==> src/image_rotate_flip_engine_defines.svh <==
// assertion macros shared by the image rotate and flip engine
`ifndef IMAGE_ROTATE_FLIP_ENGINE_DEFINES_SVH
`define IMAGE_ROTATE_FLIP_ENGINE_DEFINES_SVH

// consequent must hold in the same cycle as the antecedent
`define IRFE_ASSERT_NOW(label, ante, cons, msg) \
	label: assert property (@(posedge clk) disable iff (!arst_n) (ante) |-> (cons)) \
		else $error(msg);

// consequent must hold in the cycle after the antecedent
`define IRFE_ASSERT_NEXT(label, ante, cons, msg) \
	label: assert property (@(posedge clk) disable iff (!arst_n) (ante) |=> (cons)) \
		else $error(msg);

`endif

==> src/irfe_pkg.sv <==
// shared types and constants of the image rotate and flip engine
package irfe_pkg;

	// configuration register sizes
	localparam int CFG_W     = 7;
	localparam int MODE_W    = 3;
	localparam int CFG_IDX_W = 2;

	// configuration register indexes
	localparam logic [CFG_IDX_W-1:0] REG_IMAGE_WIDTH    = 2'd0;
	localparam logic [CFG_IDX_W-1:0] REG_IMAGE_HEIGHT   = 2'd1;
	localparam logic [CFG_IDX_W-1:0] REG_TRANSFORM_MODE = 2'd2;

	// transform modes, codes above mirror vertical act as identity
	localparam logic [MODE_W-1:0] MODE_NONE     = 3'd0;
	localparam logic [MODE_W-1:0] MODE_ROT90    = 3'd1;
	localparam logic [MODE_W-1:0] MODE_ROT180   = 3'd2;
	localparam logic [MODE_W-1:0] MODE_ROT270   = 3'd3;
	localparam logic [MODE_W-1:0] MODE_MIRROR_H = 3'd4;
	localparam logic [MODE_W-1:0] MODE_MIRROR_V = 3'd5;

	// item commands
	localparam logic CMD_WRITE = 1'b0;
	localparam logic CMD_READ  = 1'b1;

	// register reset values
	localparam logic [CFG_W-1:0] WIDTH_RESET  = 7'd64;
	localparam logic [CFG_W-1:0] HEIGHT_RESET = 7'd64;

	typedef struct packed {
		logic       command;
		logic [7:0] red_in;
		logic [7:0] green_in;
		logic [7:0] blue_in;
	} in_item_t;

	typedef struct packed {
		logic [7:0] red_out;
		logic [7:0] green_out;
		logic [7:0] blue_out;
		logic       frame_end;
	} out_item_t;

	typedef struct packed {
		logic [7:0] red;
		logic [7:0] green;
		logic [7:0] blue;
	} pixel_t;

	typedef struct packed {
		logic [CFG_W-1:0]  image_width;
		logic [CFG_W-1:0]  image_height;
		logic [MODE_W-1:0] transform_mode;
	} cfg_t;

	// store access issued for one item
	typedef struct packed {
		logic wr_en;
		logic rd_en;
		logic last;
	} mem_req_t;

endpackage

==> src/irfe_out_stage.sv <==
// read data stage and output register
`include "image_rotate_flip_engine_defines.svh"

module irfe_out_stage (
	input  logic                  clk,
	input  logic                  arst_n,
	input  logic                  load,
	input  logic                  last,
	input  irfe_pkg::pixel_t      rdata,
	output logic                  out_valid,
	input  logic                  out_stall,
	output irfe_pkg::out_item_t   out_item,
	output logic                  hold
);
	import irfe_pkg::*;

	logic      valid_s1;
	logic      last_s1;
	logic      out_valid_q;
	out_item_t out_item_q;
	logic      out_free;
	logic      s1_move;

	// stage one holds the store read, the output register parts the sides
	assign out_free = !out_valid_q || !out_stall;
	assign s1_move  = valid_s1 && out_free;
	assign hold     = valid_s1 && !out_free;

	always_ff @(posedge clk or negedge arst_n) begin
		if (!arst_n) begin
			valid_s1    <= 1'b0;
			out_valid_q <= 1'b0;
		end else begin
			valid_s1    <= load || hold;
			out_valid_q <= s1_move || (out_valid_q && out_stall);
		end
	end

	// payload registers
	always_ff @(posedge clk) begin
		if (load) begin
			last_s1 <= last;
		end
		if (s1_move) begin
			out_item_q.red_out   <= rdata.red;
			out_item_q.green_out <= rdata.green;
			out_item_q.blue_out  <= rdata.blue;
			out_item_q.frame_end <= last_s1;
		end
	end

	assign out_valid = out_valid_q;
	assign out_item  = out_item_q;

	`IRFE_ASSERT_NOW(a_no_load_when_blocked, hold, !load, "store read issued while read stage blocked")
	`IRFE_ASSERT_NOW(a_out_from_s1, $rose(out_valid_q), $past(valid_s1), "result without a store read")
	`IRFE_ASSERT_NEXT(a_s1_drains, s1_move && !load, !valid_s1, "read stage kept a moved item")

endmodule
==> config.mk <==
export PLATFORM = sky130hd
export DESIGN_NAME = irfe_out_stage
export DESIGN_NICKNAME = d
export VERILOG_FILES = /design/src/irfe_pkg.sv /design/src/irfe_out_stage.sv
export VERILOG_INCLUDE_DIRS = /design/src /design/src/src
export SDC_FILE = /design/constraint.sdc
export NUM_CORES = 1
export LEC_CHECK = 0
export ABC_AREA = 1
export BUFFER_PORTS_ARGS = -buffer_cell sky130_fd_sc_hd__buf_2
export CORE_MARGIN = 10
export CORE_UTILIZATION = 36
export CTS_CLUSTER_DIAMETER = 40
export DETAILED_ROUTE_END_ITERATION = 8
export PLACE_DENSITY = 0.82
export SYNTH_ARGS = -nofsm -noshare
export SYNTH_HDL_FRONTEND = slang
export SYNTH_SLANG_ARGS = --single-unit
==> constraint.sdc <==
create_clock -name clk -period 2.1 [get_ports clk]
set_input_delay 0.21 -clock clk [delete_from_list [all_inputs] [get_ports clk]]
set_output_delay 0.21 -clock clk [all_outputs]
set_load 0.05 [all_outputs]
==> results.md <==
- Outcome: finished clean
- Internal Power: 778 µW
- Min Tclk post-route: 1.41 ns
- NetSw: 324 µW
- Clock Latency Late Sink: 0.31 ns
- Port Buffers: 55
- 1st-pass router iterations: 4
- Clock skew after layout: 0.00218 ns
- H-tree depth: 1
- Drt wl/cell: 15.3 µm
- RSZ-0062 raised after global routing: no
- Mapped Nets: 65
- Synthesized cell area: 863 µm²
- Non-filler cells, final: 126
- Initial antenna violation count: 0
- Leakage power: 0.000549 µW
- Clock Path Buffers: 2
- Design Area, Final: 1230 µm²
- Syn. warnings: 0
- WP data arrival: 1.20 ns
- Worst R2R Setup Slack: 0.81 ns
- FMAX: 707 MHz
- Comb power frac: 20.2%
- Netlist cell types: 6
- Area growth from synthesis to layout: 42.3%
- Sequential-to-total area share from yosys stat: 96.2%
- Setup crit start kind: flip-flop
- Setup Fix Bufs, Post-CTS: 0
- Count of pins over their slew limit: 0
- #FFs+latches synth: 28
- Post-synthesis area per instance: 24.0 µm²
- Clock Sinks: 28
- Vias in the first global route: 605
- Via-to-Cell Ratio: 4.24
- Core Util, Final: 54.5%
- Nets: 128
- DR top layer: met4
- Die Area: 4760 µm²
- WHS Path Cells: 1
- CTS root buffer: clkbuf_4
- Worst-margin pin slew: 0.310 ns
- Slew margin rel.: 79.3%
- Die X: 69.0 µm
- Clk slew on worst S/H paths: 0.14 ns
- Placed Cells incl. Taps: 121
- Fin Setup TNS: 0 ns
- DP HPWL: 1.61 mm
- R2R cell count: 2
- Routed Antenna Nets: 0
- Fin crit share: 67.3%
- Via count: 534
- Clk pwr share: 19.1%
- Crit Path Category: reg2out
- Site Rows: 17
- CTS tree: built
- GRT Total Usage: 8.09%
- Cell count after synthesis: 36
- Met3 WL: 360 µm
- Switching share of power: 29.4%
- Hold Path Class: in2reg
- Wire length on met1: 563 µm
- GPL Wtd Cong: 0.637
- Met2 routed wirelength: 995 µm
- 1st-iter DRT viols: 15
- R2R Path Start: out_valid
- Routed wire length: 1.93 mm
- Worst-path maximum fanout: 4
- VDD IR max: 0.520 mV
- Die height: 69.0 µm
- RR Endpoint: out_item[6]
- Yosys top cell by area: edfxtp_1
- Worst EP required: 1.89 ns
- Sink of the worst hold path: out_item[17]
- CP Capture Type: output port
- Ranking of synthesized cells by area: edfxtp_1 (90%), dfrtp_1 (5.8%), inv_1 (1.3%)
- Largest net degree at the start of global routing: 16
- Floorplan core area: 2250 µm²
- Grt ovf: 0
- Boundary Pins: 56
- Cts bufs inserted: 3
- Ant. Diodes: 0
- Final hold vios: 0
- Hold wc startpoint: rdata[16]
- PD cells: 897 nW/µm²
- Share of the synthesized area in the top cell type: 90.4%
- DRC: 0
- Sequential power share: 60.7%
- Share of layout cells above drive strength 1: 62.2%
- First-pass GRT wire length: 2.79 mm
- Initial core utilization: 38.3%
- Post-Place Cell Area: 1190 µm²
- Setup violations, final: 0
- Max Cap Viol: 0
## synth_stat cells
| cell type | n |
|---|---|
| inv_1 | 3 |
| edfxtp_1 | 26 |
| nand3_1 | 1 |
| a21oi_1 | 1 |
| dfrtp_1 | 2 |
| nand2_1 | 3 |
## per-stage QoR
stage | hold WS [ns] | setup slack [ns] | power, µW
6_report | 0.0602 | 0.686 | 1100
4_1_cts | 0.0409 | 0.665 | 1120
3_3_place_gp | -0.00586 | 0.861 | 902
2_1_floorplan | -0.0856 | 0.305 | 835
5_1_grt | 0.0171 | 0.616 | 1160
3_5_place_dp | -0.00248 | 0.811 | 907
## worst max path at each step
stage	from	end	slack, ns
6_report	out_valid	hold	0.69
3_5_place_dp	out_valid	out_item[3]	0.81
2_1_floorplan	out_valid	out_item[0]	0.31
3_3_place_gp	out_valid	out_item[2]	0.86
4_1_cts	out_valid	hold	0.66
5_1_grt	out_valid	hold	0.62
## registers in the layout, summed over array words and instances (netlist names)
signal and cells:
out_item 25, valid_s1 1, last_s1 1, out_valid 1
## what timing repair did
action,CTS,global route
hold buffers,1,0
endpoints found under the setup margin,0,0
resized for setup,0,0
hold endpoints to repair,2,0
## layer usage
layer  track usage, %  vias to the layer above
met3             6.28                        2
met1             7.13                      241
met5                0                        -
met2             13.4                       34
met4             3.69                        0
li1                 -                      257
## power groups by stage
| stage | Combinational [µW] | Sequential, µW | Clock [µW] |
|---|---|---|---|
| 2_1_floorplan | 23.4 | 811 | 0 |
| 3_3_place_gp | 222 | 680 | 0 |
| 3_5_place_dp | 225 | 682 | 0 |
| 4_1_cts | 227 | 669 | 226 |
| 5_1_grt | 235 | 672 | 252 |
| 6_report | 223 | 668 | 211 |
## cells by family after synthesis
logic type,after synthesis,synth area share (%)
buf+inv,3,1.30
flops,28,96.2
compound gates,1,0.579
simple gates,4,1.88
## area by class of cell
cell class              count  area, µm²
multi-input cells           5       25.0
flip-flops and latches     28        831
inverters                   3       11.3
repair buffers             58        300
fillers                   213       1030
clock buffers               3       22.5
clock inverters             1       3.75
well taps                  28       35.0
## cell usage in the layout (no fill, tap or decap)
cell type       n
edfxtp_1       26
dlygate4sd3_1   1
a21oi_2         1
buf_2          55
clkinv_1        1
nand2_1         3
dfrtp_1         2
clkbuf_4        3
buf_4           2
nand3_1         1
inv_1           3
## critical path, stage by stage (launching register included)
cell,delay [ns]
dfrtp_1,0.43
nand3_1,0.12
inv_1,0.08
buf_2,0.26
Power figures use the tool's default switching activity.
