## src/image_rotate_flip_engine_defines.svh

```systemverilog
// assertion macros shared by the image rotate and flip engine
`ifndef IMAGE_ROTATE_FLIP_ENGINE_DEFINES_SVH
`define IMAGE_ROTATE_FLIP_ENGINE_DEFINES_SVH

// consequent must hold in the same cycle as the antecedent
`define IRFE_ASSERT_NOW(label, ante, cons, msg) \
	label: assert property (@(posedge clk) disable iff (!arst_n) (ante) |-> (cons)) \
		else $error(msg);

// consequent must hold in the cycle after the antecedent
`define IRFE_ASSERT_NEXT(label, ante, cons, msg) \
	label: assert property (@(posedge clk) disable iff (!arst_n) (ante) |=> (cons)) \
		else $error(msg);

`endif

```

## src/irfe_pkg.sv

```systemverilog
// shared types and constants of the image rotate and flip engine
package irfe_pkg;

	// configuration register sizes
	localparam int CFG_W     = 7;
	localparam int MODE_W    = 3;
	localparam int CFG_IDX_W = 2;

	// configuration register indexes
	localparam logic [CFG_IDX_W-1:0] REG_IMAGE_WIDTH    = 2'd0;
	localparam logic [CFG_IDX_W-1:0] REG_IMAGE_HEIGHT   = 2'd1;
	localparam logic [CFG_IDX_W-1:0] REG_TRANSFORM_MODE = 2'd2;

	// transform modes, codes above mirror vertical act as identity
	localparam logic [MODE_W-1:0] MODE_NONE     = 3'd0;
	localparam logic [MODE_W-1:0] MODE_ROT90    = 3'd1;
	localparam logic [MODE_W-1:0] MODE_ROT180   = 3'd2;
	localparam logic [MODE_W-1:0] MODE_ROT270   = 3'd3;
	localparam logic [MODE_W-1:0] MODE_MIRROR_H = 3'd4;
	localparam logic [MODE_W-1:0] MODE_MIRROR_V = 3'd5;

	// item commands
	localparam logic CMD_WRITE = 1'b0;
	localparam logic CMD_READ  = 1'b1;

	// register reset values
	localparam logic [CFG_W-1:0] WIDTH_RESET  = 7'd64;
	localparam logic [CFG_W-1:0] HEIGHT_RESET = 7'd64;

	typedef struct packed {
		logic       command;
		logic [7:0] red_in;
		logic [7:0] green_in;
		logic [7:0] blue_in;
	} in_item_t;

	typedef struct packed {
		logic [7:0] red_out;
		logic [7:0] green_out;
		logic [7:0] blue_out;
		logic       frame_end;
	} out_item_t;

	typedef struct packed {
		logic [7:0] red;
		logic [7:0] green;
		logic [7:0] blue;
	} pixel_t;

	typedef struct packed {
		logic [CFG_W-1:0]  image_width;
		logic [CFG_W-1:0]  image_height;
		logic [MODE_W-1:0] transform_mode;
	} cfg_t;

	// store access issued for one item
	typedef struct packed {
		logic wr_en;
		logic rd_en;
		logic last;
	} mem_req_t;

endpackage

```

## src/irfe_ctrl.sv

```systemverilog
// position counters and store address generation
`include "image_rotate_flip_engine_defines.svh"

module irfe_ctrl #(
	parameter int MAX_WIDTH  = 64,
	parameter int MAX_HEIGHT = 64,
	localparam int ADDR_W    = $clog2(MAX_WIDTH * MAX_HEIGHT)
) (
	input  logic                  clk,
	input  logic                  arst_n,
	input  irfe_pkg::cfg_t        cfg,
	input  logic                  accept,
	input  irfe_pkg::in_item_t    item,
	output irfe_pkg::mem_req_t    req,
	output logic [ADDR_W-1:0]     mem_addr,
	output irfe_pkg::pixel_t      wdata
);
	import irfe_pkg::*;

	localparam int DEPTH   = MAX_WIDTH * MAX_HEIGHT;
	localparam int MAX_DIM = (MAX_WIDTH > MAX_HEIGHT) ? MAX_WIDTH : MAX_HEIGHT;
	localparam int DIM_W   = $clog2(MAX_DIM + 1);
	localparam int POS_W   = $clog2(MAX_DIM);
	localparam int CNT_W   = $clog2(DEPTH + 1);

	logic [DIM_W-1:0]  w;
	logic [DIM_W-1:0]  h;
	logic [DIM_W-1:0]  ow;
	logic [DIM_W-1:0]  oh;
	logic [CNT_W-1:0]  total;
	logic [CNT_W-1:0]  wpos_q;
	logic [POS_W-1:0]  row_q;
	logic [POS_W-1:0]  col_q;
	logic              full;
	logic              col_end;
	logic              row_end;
	logic              last;
	logic [ADDR_W-1:0] wm1;
	logic [ADDR_W-1:0] hm1;
	logic [ADDR_W-1:0] r_a;
	logic [ADDR_W-1:0] c_a;
	logic [ADDR_W-1:0] sr;
	logic [ADDR_W-1:0] sc;
	logic [ADDR_W-1:0] rd_addr;

	// saturate the image size to the store bounds
	always_comb begin
		if (cfg.image_width == '0) begin
			w = DIM_W'(1);
		end else if (32'(cfg.image_width) > MAX_WIDTH) begin
			w = DIM_W'(MAX_WIDTH);
		end else begin
			w = DIM_W'(cfg.image_width);
		end
		if (cfg.image_height == '0) begin
			h = DIM_W'(1);
		end else if (32'(cfg.image_height) > MAX_HEIGHT) begin
			h = DIM_W'(MAX_HEIGHT);
		end else begin
			h = DIM_W'(cfg.image_height);
		end
	end

	// frame size and fill state
	assign total = CNT_W'(w) * CNT_W'(h);
	assign full  = (wpos_q >= total);

	// output image size, swapped for quarter turns
	always_comb begin
		if (cfg.transform_mode == MODE_ROT90 || cfg.transform_mode == MODE_ROT270) begin
			ow = h;
			oh = w;
		end else begin
			ow = w;
			oh = h;
		end
	end

	assign col_end = (32'(col_q) + 32'd1 >= 32'(ow));
	assign row_end = (32'(row_q) + 32'd1 >= 32'(oh));
	assign last    = col_end && row_end;

	// source position of the next output pixel, modulo the store depth
	assign wm1 = ADDR_W'(w) - ADDR_W'(1);
	assign hm1 = ADDR_W'(h) - ADDR_W'(1);
	assign r_a = ADDR_W'(row_q);
	assign c_a = ADDR_W'(col_q);

	always_comb begin
		unique case (cfg.transform_mode)
			MODE_ROT90: begin
				sr = hm1 - c_a;
				sc = r_a;
			end
			MODE_ROT180: begin
				sr = hm1 - r_a;
				sc = wm1 - c_a;
			end
			MODE_ROT270: begin
				sr = c_a;
				sc = wm1 - r_a;
			end
			MODE_MIRROR_H: begin
				sr = r_a;
				sc = wm1 - c_a;
			end
			MODE_MIRROR_V: begin
				sr = hm1 - r_a;
				sc = c_a;
			end
			default: begin
				sr = r_a;
				sc = c_a;
			end
		endcase
	end

	assign rd_addr = sr * ADDR_W'(w) + sc;

	// store request for the accepted item
	assign req.wr_en = accept && (item.command == CMD_WRITE) && !full;
	assign req.rd_en = accept && (item.command == CMD_READ) && full;
	assign req.last  = last;
	assign mem_addr  = req.rd_en ? rd_addr : ADDR_W'(wpos_q);

	assign wdata.red   = item.red_in;
	assign wdata.green = item.green_in;
	assign wdata.blue  = item.blue_in;

	// write counter and output raster position
	always_ff @(posedge clk or negedge arst_n) begin
		if (!arst_n) begin
			wpos_q <= '0;
			row_q  <= '0;
			col_q  <= '0;
		end else begin
			priority if (req.wr_en) begin
				wpos_q <= wpos_q + CNT_W'(1);
			end else if (req.rd_en) begin
				priority if (last) begin
					wpos_q <= '0;
					row_q  <= '0;
					col_q  <= '0;
				end else if (col_end) begin
					col_q <= '0;
					row_q <= row_q + POS_W'(1);
				end else begin
					col_q <= col_q + POS_W'(1);
				end
			end
		end
	end

	`IRFE_ASSERT_NEXT(a_frame_end_clears, req.rd_en && req.last, wpos_q == '0 && row_q == '0 && col_q == '0, "frame end did not clear the positions")
	`IRFE_ASSERT_NOW(a_wpos_bounded, 1'b1, wpos_q <= CNT_W'(DEPTH), "write count beyond store depth")

endmodule

```

## config.mk

```make
export PLATFORM = sky130hd
export DESIGN_NAME = irfe_ctrl
export DESIGN_NICKNAME = d
export VERILOG_FILES = /design/src/irfe_pkg.sv /design/src/irfe_ctrl.sv
export VERILOG_INCLUDE_DIRS = /design/src /design/src/src
export SDC_FILE = /design/constraint.sdc
export NUM_CORES = 1
export LEC_CHECK = 0
export CELL_PAD_IN_SITES_DETAIL_PLACEMENT = 1
export CELL_PAD_IN_SITES_GLOBAL_PLACEMENT = 2
export CORE_AREA = 2 2 153 140
export CTS_CLUSTER_DIAMETER = 60
export DETAILED_ROUTE_END_ITERATION = 7
export DIE_AREA = 0 0 155 142
export DONT_BUFFER_PORTS = 1
export HOLD_SLACK_MARGIN = 0.12
export PLACE_DENSITY = 0.83
export SYNTH_ARGS = -nofsm -noshare
export SYNTH_HDL_FRONTEND = slang
export SYNTH_SLANG_ARGS = --single-unit
```

## constraint.sdc

```tcl
create_clock -name clk -period 14.65 [get_ports clk]
set_input_delay 4.395 -clock clk [delete_from_list [all_inputs] [get_ports clk]]
set_output_delay 4.395 -clock clk [all_outputs]
set_load 0.02 [all_outputs]
```

==> reports/metrics.cfg, run 1 <==
[timing]
tns_ns=-0.474
finalHoldViolCount=0
rsz0062_at_grt=true
max_freq_mhz=66.9
timing.final.ws_setup_ns=-0.307
period_minus_slack_ns=14.96
finalCritPeriodShare=1.02
drv_slew=0
setup_viol=3
maxSlewHeadroom=0.638
skew_ns=0.0103
worst_pin_slew_ns=0.537

[detailed_routing]
vias=6574
wl_per_cell_um=18.3
totalWireLength_um=22700
drc=0
first_pass_iters=5
viasPerCell=5.32
dr.first_iter.drc_count=304
final_antenna_net_count=0

[synthesis]
syn_inst=923
synth_seq_cells=25
ys_types=63
syn_avg_cell_area_um2=7.84
synth-main-ff-cell=dfrtp_1
synth_warnings=0
ys_seq_area_frac=0.0864
async_reset_ff_frac=1.00
synth_edf_count=0
syn_nets=1130
syn_area_um2=7240

[grt]
grt_max_degree=28
antenna_found_initial=0
overflow=0
grt_pass1_wl_um=36200
grt_pass1_vias=6855
grt_util_all_layers=0.206

[clock_network]
postCtsHoldBufs=0
cts_tree=built
ctsRootBufferMaster=clkbuf_16
path_clk_slew_ns=0.06
htreeDepth=1
cts_buffers=3
cts_sinks=25
cts_buffer_depth=2
worstSkewPairLatency_ns=0.27

[final_layout]
final_core_util=0.416
fillers=2447
diodes=0
drive_above_1_share=0.206
instances_no_fill=1235
syn_to_final_growth_pct=17.6
fin_nets=1183

[critical_path]
start_kind=input pin
slowest_delay_ns=0.54
arrival_ns=10.56
worstPathRequired_ns=10.26
r2r_setup_slack_ns=11.61
worst_path_max_delay_cell=fa_2
end_kind=output port
worstSetupPathType=input pin to output port
cp_max_fo=6

[floorplanning]
start_util=0.354
die_y_um=142
die_w_um=155
ioPinCount=84
rows=50
dieArea_um2=22000
fp.coreArea_um2=20500

[power_and_ir_drop]
p_leak_uw=0.00422
ir_drop_uv=46.2
total_power_uw=753
p_per_area_nw_per_um2=88.5

[run_status]
status=finished, violations left
violations=setup timing

[flow_run]
max_cap_violations=0

[placement]
dp.cells=1218
io_buffers=0
dp_hpwl_um=18600
dp_slack_ns=-0.471
gp_congestion=0.866

[hold_path]
hp-class=register to register

[worst paths after layout]
kind	from	endpoint	depth (start not counted)
max in group asynchronous	arst_n	wpos_q[1]$_DFFE_PN0P_	0
setup / recovery	cfg[5]	mem_addr[11]	29
setup reg to reg	wpos_q[0]$_DFFE_PN0P_	col_q[0]$_DFFE_PN0P_	13
hold reg to reg	wpos_q[12]$_DFFE_PN0P_	wpos_q[12]$_DFFE_PN0P_	1
hold / removal	wpos_q[12]$_DFFE_PN0P_	wpos_q[12]$_DFFE_PN0P_	1
min in group asynchronous	arst_n	col_q[1]$_DFFE_PN0P_	0
[critical path: cells and delay by family]
| kind | cells | cell delay [ns] |
|---|---|---|
| XOR/XNOR | 3 | 0.45 |
| buffers and inverters | 6 | 0.48 |
| adder cells (fa/ha/maj) | 6 | 2.34 |
| AO/OA/AOI/OAI | 6 | 1.32 |
| AND/OR/NAND/NOR | 8 | 1.58 |
[per-layer routing]
layer | up-vias | GRT usage | routed length (um)
li1 | 3151 | - | -
met1 | 3285 | 0.289 | 10700
met2 | 124 | 0.347 | 10700
met3 | 14 | 0.0280 | 1050
met4 | 0 | 0.0273 | 216
met5 | - | 0 | 0
[flip-flops by register name (all words and copies together), names as in the netlist]
signal	cells
col_q	6
row_q	6
wpos_q	13
[where the power goes]
group          total (uW)  switching [uW]  internal, uW
Combinational         576             293           283
Clock                64.6            27.2          37.4
Sequential            112            31.2          81.0
[kinds of logic (layout without fill, tap and decap cells)]
| kind of cell | count (synthesis) | count (layout) | share of synthesized area |
|---|---|---|---|
| buffers and inverters | 183 | 235 | 0.108 |
| flip-flops | 25 | 25 | 0.0864 |
| XOR/XNOR | 50 | 50 | 0.0605 |
| multiplexers | 25 | 25 | 0.0363 |
| adder cells (fa/ha/maj) | 162 | 162 | 0.350 |
| AO/OA/AOI/OAI | 180 | 180 | 0.164 |
| AND/OR/NAND/NOR | 298 | 298 | 0.196 |
[placed cells by master (no fill, tap or decap), types with 4 or more instances in the layout]
| cell type | instances |
|---|---|
| nand3_1 | 17 |
| a21oi_2 | 8 |
| and3_1 | 9 |
| o21bai_1 | 4 |
| o21a_1 | 7 |
| xor2_1 | 20 |
| buf_4 | 99 |
| ha_4 | 9 |
| ha_1 | 85 |
| o21ai_1 | 21 |
| nor2_1 | 101 |
| o21ai_2 | 5 |
| a22oi_1 | 4 |
| a221o_1 | 7 |
| nand2b_1 | 28 |
| nand2_1 | 73 |
| mux2_2 | 6 |
| inv_2 | 17 |
| fa_1 | 63 |
| a21oi_1 | 39 |
| a21o_1 | 26 |
| a211oi_1 | 4 |
| fa_2 | 4 |
| o21ai_0 | 15 |
| nor2b_1 | 16 |
| xnor2_2 | 5 |
| mux2i_1 | 15 |
| inv_1 | 105 |
| xnor2_1 | 24 |
| nor2_2 | 6 |
| o31ai_1 | 4 |
| nand4_1 | 5 |
| buf_6 | 7 |
| a22o_1 | 8 |
| dfrtp_1 | 25 |
| nor3_1 | 9 |
[Yosys cell counts (25+ instances only)]
master,instances,area share
nand2_1,76,0.039
ha_1,95,0.16
a21oi_1,47,0.032
nand2b_1,29,0.025
clkbuf_1,30,0.016
xnor2_1,29,0.035
a21o_1,26,0.027
nor2_1,108,0.056
buf_4,25,0.026
dfrtp_1,25,0.086
fa_1,67,0.19
inv_1,118,0.061
[per-stage QoR]
| stage | instance area (um^2) | hold WS (ns) |
|---|---|---|
| final | 8510 | 0.593 |
| after global routing | 8510 | 0.607 |
| after CTS | 8280 | 0.601 |
| after detailed placement | 8040 | 0.584 |
| after global placement | 8040 | 0.573 |
| after floorplan | 7320 | 0.523 |
[area by class of cell]
| type | instances | area (um^2) | area share |
|---|---|---|---|
| clock buffers | 4 | 78.8 | 0.00926 |
| well taps | 260 | 325 | 0.0382 |
| inverters | 123 | 464 | 0.0545 |
| repair buffers | 108 | 835 | 0.0980 |
| flip-flops and latches | 25 | 626 | 0.0735 |
| multi-input cells | 715 | 6190 | 0.727 |
[timing repair]
action | in CTS | in global routing
setup buffers | 6 | 6
gates resized for setup | 29 | 44
hold endpoints to repair | 0 | 0
setup endpoints to repair | 5 | 12
cloned | 0 | 2
pin swaps | 33 | 28
No activity file was read; power rests on OpenSTA's default activity.
==> run 2, diff against run 1 <==
==> constraint.sdc (replaced) <==
create_clock -name clk -period 14.65 [get_ports clk]
set_input_delay 4.395 -clock clk [delete_from_list [all_inputs] [get_ports clk]]
set_output_delay 4.395 -clock clk [all_outputs]
set_load 0.05 [all_outputs]
==> run 2 against run 1 <==
The flow still finishes with violations (setup timing); die area stayed put; critical path depth is 1 lower; total power is 7.6% higher; utilization is 1.4 points higher; combinational power is 10% higher; cell area is 3.5% higher; clock power is 0.9% lower; setup slack worse by 0.10 ns.
==> reports/metrics.cfg, run 2 (synthesis gave the netlist of run 1 again) <==
[grt]
grt_pass1_wl_um=36100  ; was 36,200 um
antenna_found_initial=0  ; unchanged
grt_util_all_layers=0.206  ; about the same
overflow=0  ; unchanged
grt_max_degree=28  ; unchanged
grt_pass1_vias=6856  ; was 6,855

[floorplanning]
start_util=0.354  ; unchanged
dieArea_um2=22000  ; unchanged
fp.coreArea_um2=20500  ; unchanged
rows=50  ; unchanged
die_w_um=155  ; unchanged
die_y_um=142  ; unchanged
ioPinCount=84  ; unchanged

[timing]
maxSlewHeadroom=0.301  ; was 0.638
finalHoldViolCount=0  ; unchanged
drv_slew=0  ; unchanged
period_minus_slack_ns=15.06  ; was 14.96 ns
skew_ns=0.00534  ; was 0.0103 ns
setup_viol=4  ; was 3
finalCritPeriodShare=1.03  ; was 1.02
whs_ns=0.590  ; was 0.593 ns
timing.final.ws_setup_ns=-0.409  ; was -0.307 ns
rsz0062_at_grt=true  ; unchanged
max_freq_mhz=66.4  ; was 66.9 MHz
worst_pin_slew_ns=1.04  ; was 0.537 ns

[flow_run]
max_cap_violations=0  ; unchanged

[power_and_ir_drop]
p_leak_uw=0.00430  ; was 0.00422 uW
ir_drop_uv=55.7  ; was 46.2 uV
p_per_area_nw_per_um2=92.0  ; was 88.5 nW/um^2

[detailed_routing]
vias=6591  ; was 6,574
wl_per_cell_um=18.6  ; was 18.3 um
viasPerCell=5.30  ; was 5.32
final_antenna_net_count=0  ; unchanged
totalWireLength_um=23100  ; was 22,700 um
first_pass_iters=4  ; was 5
drc=0  ; unchanged
dr.first_iter.drc_count=302  ; was 304

[final_layout]
final_cell_mix=inv_1, nor2_1, buf_4  ; unchanged
final_core_util=0.431  ; was 0.416
diodes=0  ; unchanged
biggestRegsByFlops=wpos_q x13, col_q x6, row_q x6  ; unchanged
top_register=wpos_q  ; unchanged
drive_above_1_share=0.224  ; was 0.206
largest_register_ffs=13  ; unchanged
fin_nets=1191  ; was 1,183
syn_to_final_growth_pct=21.7  ; was 17.6%
final_common_cell=inv_1  ; unchanged

[placement]
gp_congestion=0.865  ; was 0.866
dp_hpwl_um=19000  ; was 18,600 um
io_buffers=0  ; unchanged

[critical_path]
cp_max_fo=17  ; was 6
start_kind=input pin  ; unchanged
worstPathRequired_ns=10.26  ; about the same
worstSetupPathType=input pin to output port  ; unchanged
end_kind=output port  ; unchanged
arrival_ns=10.66  ; was 10.56 ns

[clock_network]
htreeDepth=1  ; unchanged
worstSkewPairLatency_ns=0.27  ; about the same
cts_buffer_depth=2  ; unchanged
postCtsHoldBufs=0  ; unchanged
cts_sinks=25  ; unchanged
cts_buffers=3  ; unchanged
ctsRootBufferMaster=clkbuf_16  ; unchanged
cts_tree=built  ; unchanged
path_clk_slew_ns=0.07  ; was 0.06 ns

[run_status]
status=finished, violations left  ; unchanged
violations=setup timing  ; unchanged

[hold_path]
hp-class=register to register  ; unchanged

==> run 2: critical path, cell delays in order <==
cell     delay [ns]
or3b_4         0.39
nand2_4        0.08
mux2_2         0.34
inv_1          0.11
ha_4           0.21
nor2b_4        0.12
o31a_1         0.32
o21a_1         0.23
a311o_1        0.29
a211o_4        0.39
or2_1          0.24
fa_2           0.53
inv_2          0.04
fa_2           0.34
fa_1           0.51
inv_1          0.06
fa_1           0.52
inv_2          0.05
ha_4           0.16
nor4_4         0.26
o21ai_2        0.10
nand4_1        0.11
nand2_2        0.07
xnor2_2        0.15
xnor2_2        0.18
xnor2_2        0.16
o21ai_4        0.15
buf_12         0.15
==> run 2: what timing repair did <==
item	4_1_cts	5_1_grt
resized for setup	33	49
endpoints found under the hold margin	0	0
setup buffers	8	9
pin swaps	34	26
endpoints found under the setup margin	5	12
==> run 2: power breakdown <==
| group | switching (uW) | total, uW | internal, uW | leakage (uW) |
|---|---|---|---|---|
| Clock | 26.6 | 64.0 | 37.3 | 0.0000382 |
| Sequential | 32.0 | 113 | 80.9 | 0.000330 |
| Combinational | 331 | 634 | 303 | 0.00393 |
==> run 2: layer usage <==
metal | vias up | wire [um] | GRT usage
met2 | 112 | 11000 | 0.351
met1 | 3287 | 10700 | 0.280
met3 | 23 | 934 | 0.0271
met4 | 0 | 490 | 0.0468
li1 | 3169 | - | -
met5 | - | 0 | 0
==> run 2: worst paths after layout <==
kind                       slack (ns)                      to                   start  depth (start not counted)
min in group asynchronous        3.82   wpos_q[9]$_DFFE_PN0P_                  arst_n                          0
min reg2reg                      0.59  wpos_q[12]$_DFFE_PN0P_  wpos_q[12]$_DFFE_PN0P_                          1
min                              0.59  wpos_q[12]$_DFFE_PN0P_  wpos_q[12]$_DFFE_PN0P_                          1
max reg2reg                     11.48   wpos_q[6]$_DFFE_PN0P_   wpos_q[0]$_DFFE_PN0P_                         13
max                             -0.41            mem_addr[11]                  cfg[2]                         28
max in group asynchronous       10.75    row_q[5]$_DFFE_PN0P_                  arst_n                          0
==> run 2: metrics by stage <==
stage | TNS (ns) | instance area [um^2] | total power, uW | setup slack, ns | instances
3_3_place_gp | -0.785 | 8260 | 658 | -0.420 | 1223
4_1_cts | -0.618 | 8520 | 774 | -0.401 | 1234
2_1_floorplan | -0.219 | 7380 | 493 | -0.219 | 923
6_report | -0.749 | 8810 | 811 | -0.409 | 1243
3_5_place_dp | -1.52 | 8260 | 679 | -0.593 | 1223
5_1_grt | -2.43 | 8810 | 884 | -0.734 | 1243
==> run 2: area by class of cell <==
cell class	instances	area, um^2
timing repair buffer	116	1010
multi-input combinational	715	6300
sequential	25	626
fill	2452	11600
clock buffer	4	78.8
inverter	123	467
tap	260	325
